==> src/asfc_pkg.sv <==
// Shared types and constants for the step and floor counter.
package asfc_pkg;

  // Default build settings
  localparam int unsigned SAMPLE_BITS_DEF     = 16;
  localparam int unsigned FRAC_BITS_DEF       = 8;
  localparam int unsigned STEP_COUNT_BITS_DEF = 24;

  // Result and level widths
  localparam int unsigned LEVEL_W   = 24;
  localparam logic [LEVEL_W-1:0] LEVEL_MAX = '1;
  localparam int unsigned FLOOR_W   = 8;
  localparam int unsigned CFG_W     = 16;
  localparam int unsigned CFG_IDX_W = 3;

  // Filter divide by five: multiply by ceil(2^30/5) and keep bits above 30
  localparam int unsigned FILT_SUM_W   = LEVEL_W + 3;
  localparam int unsigned RECIP_W      = 28;
  localparam int unsigned RECIP_SHIFT  = 30;
  localparam logic [RECIP_W-1:0] RECIP_FIVE = 28'd214748365;

  // Configuration register indexes
  localparam logic [CFG_IDX_W-1:0] CFG_TRIGGER_LEVEL    = 3'd0;
  localparam logic [CFG_IDX_W-1:0] CFG_RISE_MARGIN      = 3'd1;
  localparam logic [CFG_IDX_W-1:0] CFG_COOLDOWN_SAMPLES = 3'd2;
  localparam logic [CFG_IDX_W-1:0] CFG_FLIGHT_STEPS     = 3'd3;
  localparam logic [CFG_IDX_W-1:0] CFG_MAX_FLOORS       = 3'd4;

  // Configuration reset values
  localparam logic [15:0] TRIGGER_LEVEL_RST    = 16'd1200;
  localparam logic [15:0] RISE_MARGIN_RST      = 16'd80;
  localparam logic [3:0]  COOLDOWN_SAMPLES_RST = 4'd2;
  localparam logic [7:0]  FLIGHT_STEPS_RST     = 8'd20;
  localparam logic [7:0]  MAX_FLOORS_RST       = 8'd10;

  typedef struct packed {
    logic signed [15:0] accel_x;
    logic signed [15:0] accel_y;
    logic signed [15:0] accel_z;
    logic               clear_state;
  } asfc_in_t;

  typedef struct packed {
    logic                 step_detected;
    logic [LEVEL_W-1:0]   step_total;
    logic [FLOOR_W-1:0]   floor_now;
    logic [LEVEL_W-1:0]   filtered_level;
  } asfc_out_t;

  typedef struct packed {
    logic [15:0] trigger_level;
    logic [15:0] rise_margin;
    logic [3:0]  cooldown_samples;
    logic [7:0]  flight_steps;
    logic [7:0]  max_floors;
  } asfc_cfg_t;

endpackage

==> src/asfc_engine.sv <==
// Sequenced datapath: shared multiplier and shared subtractor, detector state.
module asfc_engine #(
  parameter int unsigned SAMPLE_BITS     = asfc_pkg::SAMPLE_BITS_DEF,
  parameter int unsigned FRAC_BITS       = asfc_pkg::FRAC_BITS_DEF,
  parameter int unsigned STEP_COUNT_BITS = asfc_pkg::STEP_COUNT_BITS_DEF
) (
  input  logic                clk_i,
  input  logic                rst_ni,
  input  logic                start_i,
  input  asfc_pkg::asfc_in_t  req_i,
  input  asfc_pkg::asfc_cfg_t cfg_i,
  output logic                done_o,
  output asfc_pkg::asfc_out_t res_o
);
  import asfc_pkg::*;

  localparam int unsigned SB    = SAMPLE_BITS;
  localparam int unsigned SUMW  = 2 * SB + 2;
  localparam int unsigned RADW  = SUMW + 2 * FRAC_BITS;
  localparam int unsigned RB    = RADW / 2;
  localparam int unsigned REMW  = RB + 2;
  localparam int unsigned DW    = REMW;
  localparam int unsigned CNTW  = $clog2(RB);
  localparam int unsigned MAGW  = (RB > LEVEL_W) ? RB : LEVEL_W;
  localparam int unsigned CMPW  = (16 + FRAC_BITS > LEVEL_W) ? 16 + FRAC_BITS : LEVEL_W;
  localparam int unsigned SCB   = STEP_COUNT_BITS;
  localparam int unsigned SCW   = (SCB > LEVEL_W) ? SCB : LEVEL_W;
  localparam int unsigned STW   = (SCB > 16) ? SCB : 16;
  localparam int unsigned MAW   = FILT_SUM_W;
  localparam int unsigned MBW   = RECIP_W;
  localparam int unsigned MPW   = MAW + MBW;

  typedef enum logic [3:0] {
    ST_IDLE,
    ST_SQUARE,
    ST_ROOT,
    ST_FILTER,
    ST_DECIDE,
    ST_FLOOR_MUL,
    ST_FLOOR_CHK,
    ST_DIVIDE,
    ST_DONE
  } state_e;

  function automatic logic [SB-1:0] axis_abs(input logic [15:0] raw);
    logic [SB-1:0] v;
    v = raw[SB-1:0];
    axis_abs = v[SB-1] ? (~v + SB'(1)) : v;
  endfunction

  state_e             state_q;
  logic [CNTW-1:0]    cnt_q;
  logic [SB-1:0]      abs_q [3];
  logic [SUMW-1:0]    sum_q;
  logic [RADW-1:0]    rad_q;
  logic [REMW-1:0]    rem_q;
  logic [RB-1:0]      root_q;
  logic [MPW-1:0]     prod_q;
  logic [7:0]         dr_q;
  logic [7:0]         dq_q;
  logic               step_q;

  logic [LEVEL_W-1:0] filter_q;
  logic [3:0]         cool_q;
  logic [SCB-1:0]     steps_q;
  logic [FLOOR_W-1:0] floor_q;

  // Shared units
  logic [MAW-1:0]     mul_a;
  logic [MBW-1:0]     mul_b;
  logic [DW-1:0]      sub_a;
  logic [DW-1:0]      sub_b;
  logic [DW:0]        sub_diff;
  logic               sub_ge;

  logic [SUMW-1:0]    sum_d;
  logic [REMW-1:0]    rem_sh;
  logic [REMW-1:0]    trial;
  logic [8:0]         div_r9;
  logic [MAGW-1:0]    root_w;
  logic [LEVEL_W-1:0] mag;
  logic [MAW-1:0]     filt_sum;
  logic [LEVEL_W-1:0] filt;
  logic [CMPW-1:0]    thr_s;
  logic [CMPW-1:0]    rise_s;
  logic [LEVEL_W-1:0] filt_diff;
  logic               step_hit;
  logic [7:0]         spf_eff;
  logic [7:0]         mf_eff;
  logic [STW-1:0]     steps_x;
  logic [STW-1:0]     lim_x;
  logic [SCW-1:0]     steps_w;

  always_comb begin
    sum_d     = sum_q + SUMW'(prod_q[2*SB-1:0]);
    rem_sh    = {rem_q[REMW-3:0], rad_q[RADW-1 -: 2]};
    trial     = {root_q, 2'b01};
    div_r9    = {dr_q, dq_q[7]};
    root_w    = MAGW'(root_q);
    mag       = (root_w > MAGW'(LEVEL_MAX)) ? LEVEL_MAX : root_w[LEVEL_W-1:0];
    filt_sum  = (MAW'(filter_q) << 2) + MAW'(mag);
    filt      = prod_q[RECIP_SHIFT +: LEVEL_W];
    thr_s     = CMPW'(cfg_i.trigger_level) << FRAC_BITS;
    rise_s    = CMPW'(cfg_i.rise_margin) << FRAC_BITS;
    filt_diff = filt - filter_q;
    step_hit  = (CMPW'(filt) > thr_s) && (filt > filter_q) && (CMPW'(filt_diff) > rise_s);
    spf_eff   = (cfg_i.flight_steps == 8'd0) ? 8'd1 : cfg_i.flight_steps;
    mf_eff    = (cfg_i.max_floors == 8'd0) ? 8'd1 : cfg_i.max_floors;
    steps_x   = STW'(steps_q);
    lim_x     = STW'(prod_q[15:0]);
    steps_w   = SCW'(steps_q);
  end

  // Multiplier operand select
  always_comb begin
    mul_a = '0;
    mul_b = '0;
    case (state_q)
      ST_SQUARE: begin
        case (cnt_q[1:0])
          2'd0: begin
            mul_a = MAW'(abs_q[0]);
            mul_b = MBW'(abs_q[0]);
          end
          2'd1: begin
            mul_a = MAW'(abs_q[1]);
            mul_b = MBW'(abs_q[1]);
          end
          2'd2: begin
            mul_a = MAW'(abs_q[2]);
            mul_b = MBW'(abs_q[2]);
          end
          default: begin
            mul_a = '0;
            mul_b = '0;
          end
        endcase
      end
      ST_FILTER: begin
        mul_a = filt_sum;
        mul_b = RECIP_FIVE;
      end
      ST_FLOOR_MUL: begin
        mul_a = MAW'(mf_eff - 8'd1);
        mul_b = MBW'(spf_eff);
      end
      default: begin
        mul_a = '0;
        mul_b = '0;
      end
    endcase
  end

  // Subtractor operand select: root trial or divide step
  always_comb begin
    if (state_q == ST_DIVIDE) begin
      sub_a = DW'(div_r9);
      sub_b = DW'(spf_eff);
    end else begin
      sub_a = rem_sh;
      sub_b = trial;
    end
    sub_diff = {1'b0, sub_a} - {1'b0, sub_b};
    sub_ge   = ~sub_diff[DW];
  end

  always_ff @(posedge clk_i or negedge rst_ni) begin
    if (!rst_ni) begin
      state_q  <= ST_IDLE;
      cnt_q    <= '0;
      step_q   <= 1'b0;
      filter_q <= '0;
      cool_q   <= '0;
      steps_q  <= '0;
      floor_q  <= FLOOR_W'(1);
    end else begin
      prod_q <= MPW'(mul_a) * MPW'(mul_b);
      case (state_q)
        ST_IDLE: begin
          if (start_i) begin
            if (req_i.clear_state) begin
              filter_q <= '0;
              cool_q   <= '0;
              steps_q  <= '0;
              floor_q  <= FLOOR_W'(1);
            end
            abs_q[0] <= axis_abs(req_i.accel_x);
            abs_q[1] <= axis_abs(req_i.accel_y);
            abs_q[2] <= axis_abs(req_i.accel_z);
            sum_q    <= '0;
            cnt_q    <= '0;
            state_q  <= ST_SQUARE;
          end
        end
        ST_SQUARE: begin
          // accumulate the square produced on the previous cycle
          if (cnt_q != '0) begin
            sum_q <= sum_d;
          end
          if (cnt_q[1:0] == 2'd3) begin
            rad_q   <= RADW'(sum_d) << (2 * FRAC_BITS);
            rem_q   <= '0;
            root_q  <= '0;
            cnt_q   <= '0;
            state_q <= ST_ROOT;
          end else begin
            cnt_q <= cnt_q + CNTW'(1);
          end
        end
        ST_ROOT: begin
          rad_q  <= rad_q << 2;
          rem_q  <= sub_ge ? sub_diff[REMW-1:0] : rem_sh;
          root_q <= {root_q[RB-2:0], sub_ge};
          if (cnt_q == CNTW'(RB - 1)) begin
            state_q <= ST_FILTER;
          end else begin
            cnt_q <= cnt_q + CNTW'(1);
          end
        end
        ST_FILTER: begin
          state_q <= ST_DECIDE;
        end
        ST_DECIDE: begin
          filter_q <= filt;
          step_q   <= 1'b0;
          state_q  <= ST_DONE;
          if (cool_q != 4'd0) begin
            cool_q <= cool_q - 4'd1;
          end else if (step_hit) begin
            step_q <= 1'b1;
            cool_q <= cfg_i.cooldown_samples;
            if (!(&steps_q)) begin
              steps_q <= steps_q + SCB'(1);
            end
            state_q <= ST_FLOOR_MUL;
          end
        end
        ST_FLOOR_MUL: begin
          state_q <= ST_FLOOR_CHK;
        end
        ST_FLOOR_CHK: begin
          // quotient reaches the clamp: no divide needed
          if (steps_x >= lim_x) begin
            floor_q <= mf_eff;
            state_q <= ST_DONE;
          end else begin
            dr_q    <= steps_x[15:8];
            dq_q    <= steps_x[7:0];
            cnt_q   <= '0;
            state_q <= ST_DIVIDE;
          end
        end
        ST_DIVIDE: begin
          dr_q <= sub_ge ? sub_diff[7:0] : div_r9[7:0];
          dq_q <= {dq_q[6:0], sub_ge};
          if (cnt_q == CNTW'(7)) begin
            floor_q <= {dq_q[6:0], sub_ge} + 8'd1;
            state_q <= ST_DONE;
          end else begin
            cnt_q <= cnt_q + CNTW'(1);
          end
        end
        ST_DONE: begin
          state_q <= ST_IDLE;
        end
        default: begin
          state_q <= ST_IDLE;
        end
      endcase
    end
  end

  always_comb begin
    done_o                = (state_q == ST_DONE);
    res_o.step_detected   = step_q;
    res_o.step_total      = (steps_w > SCW'(LEVEL_MAX)) ? LEVEL_MAX : steps_w[LEVEL_W-1:0];
    res_o.floor_now       = floor_q;
    res_o.filtered_level  = filter_q;
  end

endmodule

==> src/accel_step_floor_counter_unit.sv <==
// Top level of the accelerometer step and floor counter.
// Per request: square and sum the axes, take the root, filter and decide; a step then runs
// the floor multiply and check, plus the bit-serial floor divide unless at the floor clamp.
// The root has SAMPLE_BITS+FRAC_BITS+1 = 25 bits with default parameters. A new request is
// taken only once the last result has moved to the output register; a stalled full output delays that.
// Reset: asynchronous active low; configuration defaults, state clear, floor 1, no result.
module accel_step_floor_counter_unit #(
  parameter int unsigned SAMPLE_BITS     = asfc_pkg::SAMPLE_BITS_DEF,
  parameter int unsigned FRAC_BITS       = asfc_pkg::FRAC_BITS_DEF,
  parameter int unsigned STEP_COUNT_BITS = asfc_pkg::STEP_COUNT_BITS_DEF
) (
  input  logic                                clk_i,
  input  logic                                rst_ni,
  // configuration write port
  input  logic                                cfg_we_i,
  input  logic [asfc_pkg::CFG_IDX_W-1:0]      cfg_idx_i,
  input  logic [asfc_pkg::CFG_W-1:0]          cfg_data_i,
  // sample request channel
  input  logic                                in_valid_i,
  output logic                                in_stall_o,
  input  asfc_pkg::asfc_in_t                  in_data_i,
  // result channel
  output logic                                out_valid_o,
  input  logic                                out_stall_i,
  output asfc_pkg::asfc_out_t                 out_data_o
);
  import asfc_pkg::*;

  asfc_cfg_t cfg_q;
  logic      busy_q;
  logic      done_seen_q;
  logic      out_valid_q;
  asfc_out_t out_data_q;

  logic      in_accept;
  logic      eng_done;
  asfc_out_t eng_res;
  logic      res_ready;
  logic      out_free;
  logic      res_move;

  // Accept a request only while no earlier request is in flight
  assign in_accept = in_valid_i & ~busy_q;
  assign in_stall_o = busy_q;

  // Output register can load when empty or being drained this cycle
  assign out_free  = ~out_valid_q | ~out_stall_i;
  assign res_ready = eng_done | done_seen_q;
  assign res_move  = busy_q & res_ready & out_free;

  // Configuration registers: values masked to width, unknown indexes dropped
  always_ff @(posedge clk_i or negedge rst_ni) begin
    if (!rst_ni) begin
      cfg_q.trigger_level    <= TRIGGER_LEVEL_RST;
      cfg_q.rise_margin      <= RISE_MARGIN_RST;
      cfg_q.cooldown_samples <= COOLDOWN_SAMPLES_RST;
      cfg_q.flight_steps     <= FLIGHT_STEPS_RST;
      cfg_q.max_floors       <= MAX_FLOORS_RST;
    end else if (cfg_we_i) begin
      case (cfg_idx_i)
        CFG_TRIGGER_LEVEL:    cfg_q.trigger_level    <= cfg_data_i;
        CFG_RISE_MARGIN:      cfg_q.rise_margin      <= cfg_data_i;
        CFG_COOLDOWN_SAMPLES: cfg_q.cooldown_samples <= cfg_data_i[3:0];
        CFG_FLIGHT_STEPS:     cfg_q.flight_steps     <= cfg_data_i[7:0];
        CFG_MAX_FLOORS:       cfg_q.max_floors       <= cfg_data_i[7:0];
        default: begin
        end
      endcase
    end
  end

  // Request tracking: hold busy until the result reaches the output register
  always_ff @(posedge clk_i or negedge rst_ni) begin
    if (!rst_ni) begin
      busy_q      <= 1'b0;
      done_seen_q <= 1'b0;
    end else begin
      if (in_accept) begin
        busy_q <= 1'b1;
      end else if (res_move) begin
        busy_q <= 1'b0;
      end
      // remember a finished result that could not advance yet
      if (res_move) begin
        done_seen_q <= 1'b0;
      end else if (eng_done) begin
        done_seen_q <= 1'b1;
      end
    end
  end

  // Output register: advance a finished result, drop it once taken
  always_ff @(posedge clk_i or negedge rst_ni) begin
    if (!rst_ni) begin
      out_valid_q <= 1'b0;
    end else if (res_move) begin
      out_valid_q <= 1'b1;
    end else if (~out_stall_i) begin
      out_valid_q <= 1'b0;
    end
  end

  always_ff @(posedge clk_i) begin
    if (res_move) begin
      out_data_q <= eng_res;
    end
  end

  assign out_valid_o = out_valid_q;
  assign out_data_o  = out_data_q;

  asfc_engine #(
    .SAMPLE_BITS     (SAMPLE_BITS),
    .FRAC_BITS       (FRAC_BITS),
    .STEP_COUNT_BITS (STEP_COUNT_BITS)
  ) u_engine (
    .clk_i   (clk_i),
    .rst_ni  (rst_ni),
    .start_i (in_accept),
    .req_i   (in_data_i),
    .cfg_i   (cfg_q),
    .done_o  (eng_done),
    .res_o   (eng_res)
  );

endmodule

==> config.mk <==
export PLATFORM = sky130hd
export DESIGN_NAME = accel_step_floor_counter_unit
export DESIGN_NICKNAME = d
export VERILOG_FILES = /design/src/asfc_pkg.sv /design/src/asfc_engine.sv /design/src/accel_step_floor_counter_unit.sv
export SDC_FILE = /design/constraint.sdc
export NUM_CORES = 2
export LEC_CHECK = 0
export BUFFER_PORTS_ARGS = -buffer_cell sky130_fd_sc_hd__buf_2
export CORE_MARGIN = 2
export CORE_UTILIZATION = 45
export CTS_BUF_LIST = sky130_fd_sc_hd__clkbuf_4 sky130_fd_sc_hd__clkbuf_8 sky130_fd_sc_hd__clkbuf_16
export DETAILED_ROUTE_END_ITERATION = 10
export HOLD_SLACK_MARGIN = 0.15
export SETUP_SLACK_MARGIN = 0.2
export SLEW_MARGIN = 20
export SYNTH_ARGS = -nofsm -noshare
export SYNTH_HDL_FRONTEND = slang
export SYNTH_SLANG_ARGS = --single-unit
==> constraint.sdc <==
create_clock -name clk_i -period 23.6 [get_ports clk_i]
set_clock_uncertainty 0.1 [all_clocks]
set_input_delay 2.36 -clock clk_i [delete_from_list [all_inputs] [get_ports clk_i]]
set_output_delay 2.36 -clock clk_i [all_outputs]
set_load 0.01 [all_outputs]
---- Yosys cells after proc, flatten, opt, wreduce, memory -nomap -nowiden ----
Memories as Yosys holds them, arrays and structs flattened.
Index checks and enable logic that the tools add are counted.
cells by class
  add/sub/neg operators ................... 12
  multiply operators ...................... 1
  $lt $le $gt $ge ......................... 6
  equality and inequality tests ........... 32
  reductions and logical operators ........ 33
  multiplexer cells ....................... 69
  bitwise operators ....................... 12
operators by type and width
  cell                   number
  $mux 24                6
  $pmux 25 s2            2
  $pmux 50 s2            1
  $pmux 16 s3            2
  $pmux 24 s2            2
  $pmux 28 s3            1
  $pmux 27 s3            1
  $mux 25                3
  $gt 24x24->1           3
  $mux 8                 9
  $mux 34                2
  $pmux 34 s2            1
  $mul 27x28->54         1
  $mux 27                2
  $mux 50                1
  $add 16x1->16 const B  3
  $mux 16                3
  $not 16->16            3
  $mux 4                 11
  $add 34x32->34         1
  $pmux 4 s8             1
  $pmux 8 s2             2
  $sub 27x27->28         1
  $add 26x24->27         1
  other kinds (46)       102
word-level totals
  logic and storage cells ................. 192
  memory bits (writable) .................. 48
  input port bits ......................... 73
  flip-flop bits (word level) ............. 386
  memories kept ........................... 1
  output and inout port bits .............. 59
memory list
  name            depth  width  rd ports  clocked after Yosys merged registers in  write ports  line               text
  u_engine.abs_q  3      16     3         0                                        3            asfc_engine.sv:53  logic [SB-1:0] abs_q [3];

---- Depth between registers and ports, before layout ----
  depth in word-level cells ............... 8
  depth in mapped cells ................... 41
  gate-level depth less buffers ........... 39

---- Modules after synthesis ----
From an unflattened synthesis, not the netlist that was laid out.
second synthesis, totals
  cells, all modules ...................... 4503
  area total of the unflattened synthesis .. 43489.2 um^2
by module, submodules not included
  module                         seq. area each (um^2)  times used  area each (um^2)  cells each
  asfc_engine                    8839.7                 1           39658.0           4321
  accel_step_floor_counter_unit  3101.7                 1           3831.2            182

---- Least setup slack after synthesis ----
OpenSTA, ideal clock, no wires.
  kind .................................... flip-flop to flip-flop
  start point ............................. reg u_engine.root_q[24]
  end point ............................... reg u_engine.prod_q[47] (data pin)
  cell stages (with the launch flop) ...... 42
  arrival time ............................ 9.350 ns
  clock period less this slack ............ 9.707 ns
  required time ........................... 23.242 ns
  buffers on the path ..................... 2
  library setup time ...................... 0.258 ns
  path slack .............................. 13.893 ns
  cell sequence ........................... edfxtp_1 -> clkbuf_1 -> or2_2 -> ha_1 -> inv_1 -> fa_1 -> nor2b_1 -> o21a_1 -> o21a_1 -> o21ai_0 -> a21boi_0 -> o21a_1 -> o21a_1 -> nor3_1 -> or3_1 -> clkbuf_1 -> nand2_1 -> fa_1 -> (+6 left out) -> inv_1 -> fa_1 -> inv_1 -> fa_1 -> inv_1 -> fa_1 -> inv_1 -> ha_1 -> and3_1 -> and2_1 -> and4_1 -> a311oi_1 -> a21oi_1 -> o2111ai_1 -> a2111oi_0 -> or3_1 -> a21oi_1 -> xnor2_1
on the way
  cells in the longest elaborated chain, start to end .. 5
RTL lines
  what                    line                text
  start, declared         asfc_engine.sv:57   logic [RB-1:0] root_q;
  start signal, assigned  asfc_engine.sv:213  root_q <= {root_q[RB-2:0], sub_ge};
  $gt 25x24->1            asfc_engine.sv:100  mag = (root_w > MAGW'(LEVEL_MAX)) ? LEVEL_MAX : root_w[LEVEL_W-1:0];
  $mux 24                 asfc_engine.sv:100
  $add 26x24->27          asfc_engine.sv:101  filt_sum = (MAW'(filter_q) << 2) + MAW'(mag);
  $pmux 27 s3             asfc_engine.sv:118  case (state_q)
  $mul 27x28->54          asfc_engine.sv:177  prod_q <= MPW'(mul_a) * MPW'(mul_b);
  end signal, assigned    asfc_engine.sv:177
  end, declared           asfc_engine.sv:58   logic [MPW-1:0] prod_q;
Every way passes these cells.
A chain may end at the register's enable or synchronous reset.

---- Worst setup path in the final report ----
  start point ............................. reg u_engine.root_q[24]
  end point ............................... reg u_engine.prod_q[52] (data pin)
Same word-level chain as after synthesis.

==> impl_metrics.env <==
export IMPL_wl_um=116200
export IMPL_yosys_register_bits=418
export IMPL_synth_largest_area_cell="sky130_fd_sc_hd__fa_1"
export IMPL_reg2reg_setup_slack_ns=12.10
export IMPL_post_synth_main_area_contributors="sky130_fd_sc_hd__fa_1, sky130_fd_sc_hd__edfxtp_1, sky130_fd_sc_hd__ha_1"
export IMPL_dp_hpwl_um=92310
export IMPL_core_area_um2=93470
export IMPL_wl_per_cell_um=19.86
export IMPL_clock_tree_htree_level_count=2
export IMPL_dr_first_iter_drc_count=2567
export IMPL_hp_start="u_engine.floor_q[2]"
export IMPL_timing_hold_violations_final=0
export IMPL_globalRouteTotalUtil_pct=24.05
export IMPL_synth_area_per_cell_um2=9.579
export IMPL_detail_route_antenna_nets=0
export IMPL_tightest_slew_ns=1.117
export IMPL_setup_tns_final_ns=0
export IMPL_cp_max_fo=25
export IMPL_sequential_to_total_area_share_from_yosys_stat_pct=28.09
export IMPL_die_ht_um=311.4
export IMPL_buffer_ports_inserted=131
export IMPL_synth_area_um2=42510
export IMPL_area_growth_synth_to_final_pct=9.466
export IMPL_die_area_um2=96940
export IMPL_first_global_vias=31210
export IMPL_crit_required_ns=23.83
export IMPL_rsz0062_at_grt="no"
export IMPL_period_share_pct=48.75
export IMPL_synthDistinctLibCells=83
export IMPL_clkSlewWorstSetupHoldPaths_ns=0.06
export IMPL_clk_path_buf_depth=3
export IMPL_route_vias_total=31560
export IMPL_post_synth_top_count_cell="sky130_fd_sc_hd__inv_1"
export IMPL_antenna_violations_before_repair=1
export IMPL_synth_enable_flop_cells=293
export IMPL_root_buffer_master="sky130_fd_sc_hd__clkbuf_16"
export IMPL_ctsHoldBuffers=0
export IMPL_cts_num_sinks=418
export IMPL_std_cell_rows=112
export IMPL_status="completed"
export IMPL_synth_largest_type_area_fraction_pct=22.46
export IMPL_number_of_buffers_created_by_cts=49
export IMPL_cp_end_kind="flip-flop"
export IMPL_global_route_overflow_total=0
export IMPL_first_pass_iters=7
export IMPL_drv_slew=0
export IMPL_synthFlopType="sky130_fd_sc_hd__edfxtp_1"
export IMPL_antennaDiodeCount=0
export IMPL_worstHoldPathType="flip-flop to flip-flop"
export IMPL_cts_post_setup_buffers_inserted=0
export IMPL_worst_relative_slew_slack_pct=25.05
export IMPL_crit_path_max_incr_delay_ns=0.69
export IMPL_hold_depth=0
export IMPL_max_clock_freq_ghz=0.08692
export IMPL_fin_cells=5849
export IMPL_slowest_stage="sky130_fd_sc_hd__a2bb2oi_1"
export IMPL_crit_type="flip-flop to flip-flop"
export IMPL_die_width_um=311.4
export IMPL_post_place_cells=5756
export IMPL_synthTopCellsByCount="sky130_fd_sc_hd__inv_1, sky130_fd_sc_hd__nand2_1, sky130_fd_sc_hd__fa_1"
export IMPL_report_final_setup_viol=0
export IMPL_post_cts_resized_instances=0
export IMPL_start_util_pct=45.48
export IMPL_yosysWarningCount=0
export IMPL_reg2reg_to="u_engine.prod_q[52]"
export IMPL_num_nets_final=5502
export IMPL_top_level_ports=132
export IMPL_max_cap_viols=0
export IMPL_route_detailed_vias_per_inst=5.395
export IMPL_cp_common_cell="sky130_fd_sc_hd__fa_1"
export IMPL_clkLatencyLatePin_ns=0.64
export IMPL_worst_r2r_path_depth=36
export IMPL_min_delay_worst_endpoint="out_data_o[26]"
export IMPL_gp_congestion=0.9640
export IMPL_worst_setup_path_start_kind="flip-flop"
export IMPL_postSynth_asyncResetShare_pct=29.90
export IMPL_worst_ep_arrival_time_ns=11.74
export IMPL_first_pass_grt_wire_length_um=181400
export IMPL_timing_critical_path_from="u_engine.root_q[24]"
export IMPL_period_needed_ns=11.50
export IMPL_cts_tree="yes"
export IMPL_reg2reg_from="u_engine.root_q[24]"
export IMPL_post_synth_inst_count=4438
export IMPL_grt_max_degree=85
export IMPL_final_layout_size_suffix_gt1_share_pct=8.487
export IMPL_detail_route_drc_violations=0
==> cell type report <==
class | count | area [um^2]
Clock inverter | 32 | 411.6
Timing Repair Buffer | 187 | 1089
Tap cell | 1254 | 1569
Sequential cell | 418 | 11940
Inverter | 743 | 2789
Multi-Input combinational cell | 3155 | 27410
Clock buffer | 60 | 1328
Fill cell | 8860 | 46940
==> cells by family (layout without fill, tap and decap cells) <==
group,after synthesis,in the layout,synth area share [%]
xor+xnor,193,193,3.976
fa+ha+maj,875,875,34.18
buf+inv,907,1022,8.047
simple gates,1236,1236,13.46
compound gates,767,767,11.19
flops,418,418,28.09
mux,40,40,1.045
other cells,2,44,0.01767
==> how the worst max path moves through the flow <==
stage,slack (ns),end,cells after the start
final,12.10,u_engine.prod_q[52],36
after global routing,11.49,u_engine.prod_q[46],36
after CTS,12.19,u_engine.prod_q[52],38
after detailed placement,12.26,u_engine.prod_q[46],38
after global placement,12.27,u_engine.prod_q[52],36
after floorplan,13.89,u_engine.prod_q[47],41
==> routing by layer <==
metal	vias to the layer above	part of all wire (%)	routed length, um	GRT usage, %
met5	-	0	0	0
met4	0	2.4	2756	5.512
met3	156	6.8	7897	3.787
met2	1037	44	51270	37.38
met1	15490	47	54260	35.30
li1	14870	-	-	-
==> worst max-delay path: cells and delay by family (launching register included) <==
kind	cells	cell delay (ns)
adder cells (fa/ha/maj)	10	4.42
AO/OA/AOI/OAI	12	3.76
AND/OR/NAND/NOR	7	1.49
flip-flops	1	0.64
buffers and inverters	5	0.41
XOR/XNOR	2	0.36
==> cell usage in the layout, fill, tap and decap left out, types with 20 or more instances in the layout <==
cell                        instances
sky130_fd_sc_hd__nand2b_1          30
sky130_fd_sc_hd__nor2_1           238
sky130_fd_sc_hd__a21oi_1          206
sky130_fd_sc_hd__dfrtp_1          113
sky130_fd_sc_hd__inv_1            741
sky130_fd_sc_hd__and3_1            54
sky130_fd_sc_hd__a31oi_1           24
sky130_fd_sc_hd__or2_2             37
sky130_fd_sc_hd__nand2_1          549
sky130_fd_sc_hd__nor3_1            60
sky130_fd_sc_hd__ha_1             398
sky130_fd_sc_hd__xor2_1            53
sky130_fd_sc_hd__nand4_1           25
sky130_fd_sc_hd__nor2b_1           33
sky130_fd_sc_hd__conb_1            44
sky130_fd_sc_hd__and2_1            57
sky130_fd_sc_hd__fa_1             477
sky130_fd_sc_hd__edfxtp_1         293
sky130_fd_sc_hd__nor4_1            20
sky130_fd_sc_hd__xnor2_1          140
sky130_fd_sc_hd__mux2_2            25
sky130_fd_sc_hd__buf_2            130
sky130_fd_sc_hd__o21a_1            42
sky130_fd_sc_hd__nand3_1           51
sky130_fd_sc_hd__o31ai_1           24
sky130_fd_sc_hd__a21o_1            60
sky130_fd_sc_hd__clkbuf_16         49
sky130_fd_sc_hd__or3_1             28
sky130_fd_sc_hd__buf_4             54
sky130_fd_sc_hd__o21ai_0          229
sky130_fd_sc_hd__a211oi_1          20
==> registers in the layout, summed over array words and instances (netlist names), 24 cells and up <==
register / count
u_engine.rad_q: 34
u_engine.rem_q: 25
u_engine.steps_q: 24
cfg_q: 52
u_engine.sum_q: 34
u_engine.root_q: 25
u_engine.abs_q: 48
u_engine.filter_q: 24
out_data_o: 57
u_engine.prod_q: 54
==> metrics by stage <==
step                      hold WS [ns]  cell area (um^2)  util, %  setup slack [ns]
after CTS                       0.3496             46520    49.77             12.19
after floorplan                 0.3211             42670        -             13.89
final                           0.3471             46530    49.78             12.10
after global placement          0.3346             44780    47.91             12.27
after global routing            0.3568             46530    49.78             11.49
after detailed placement        0.3356             44780    47.91             12.26
Power is left out: the tool's default activity adds up to more than one toggle a clock period on the data nets, which glitch-free logic cannot reach.
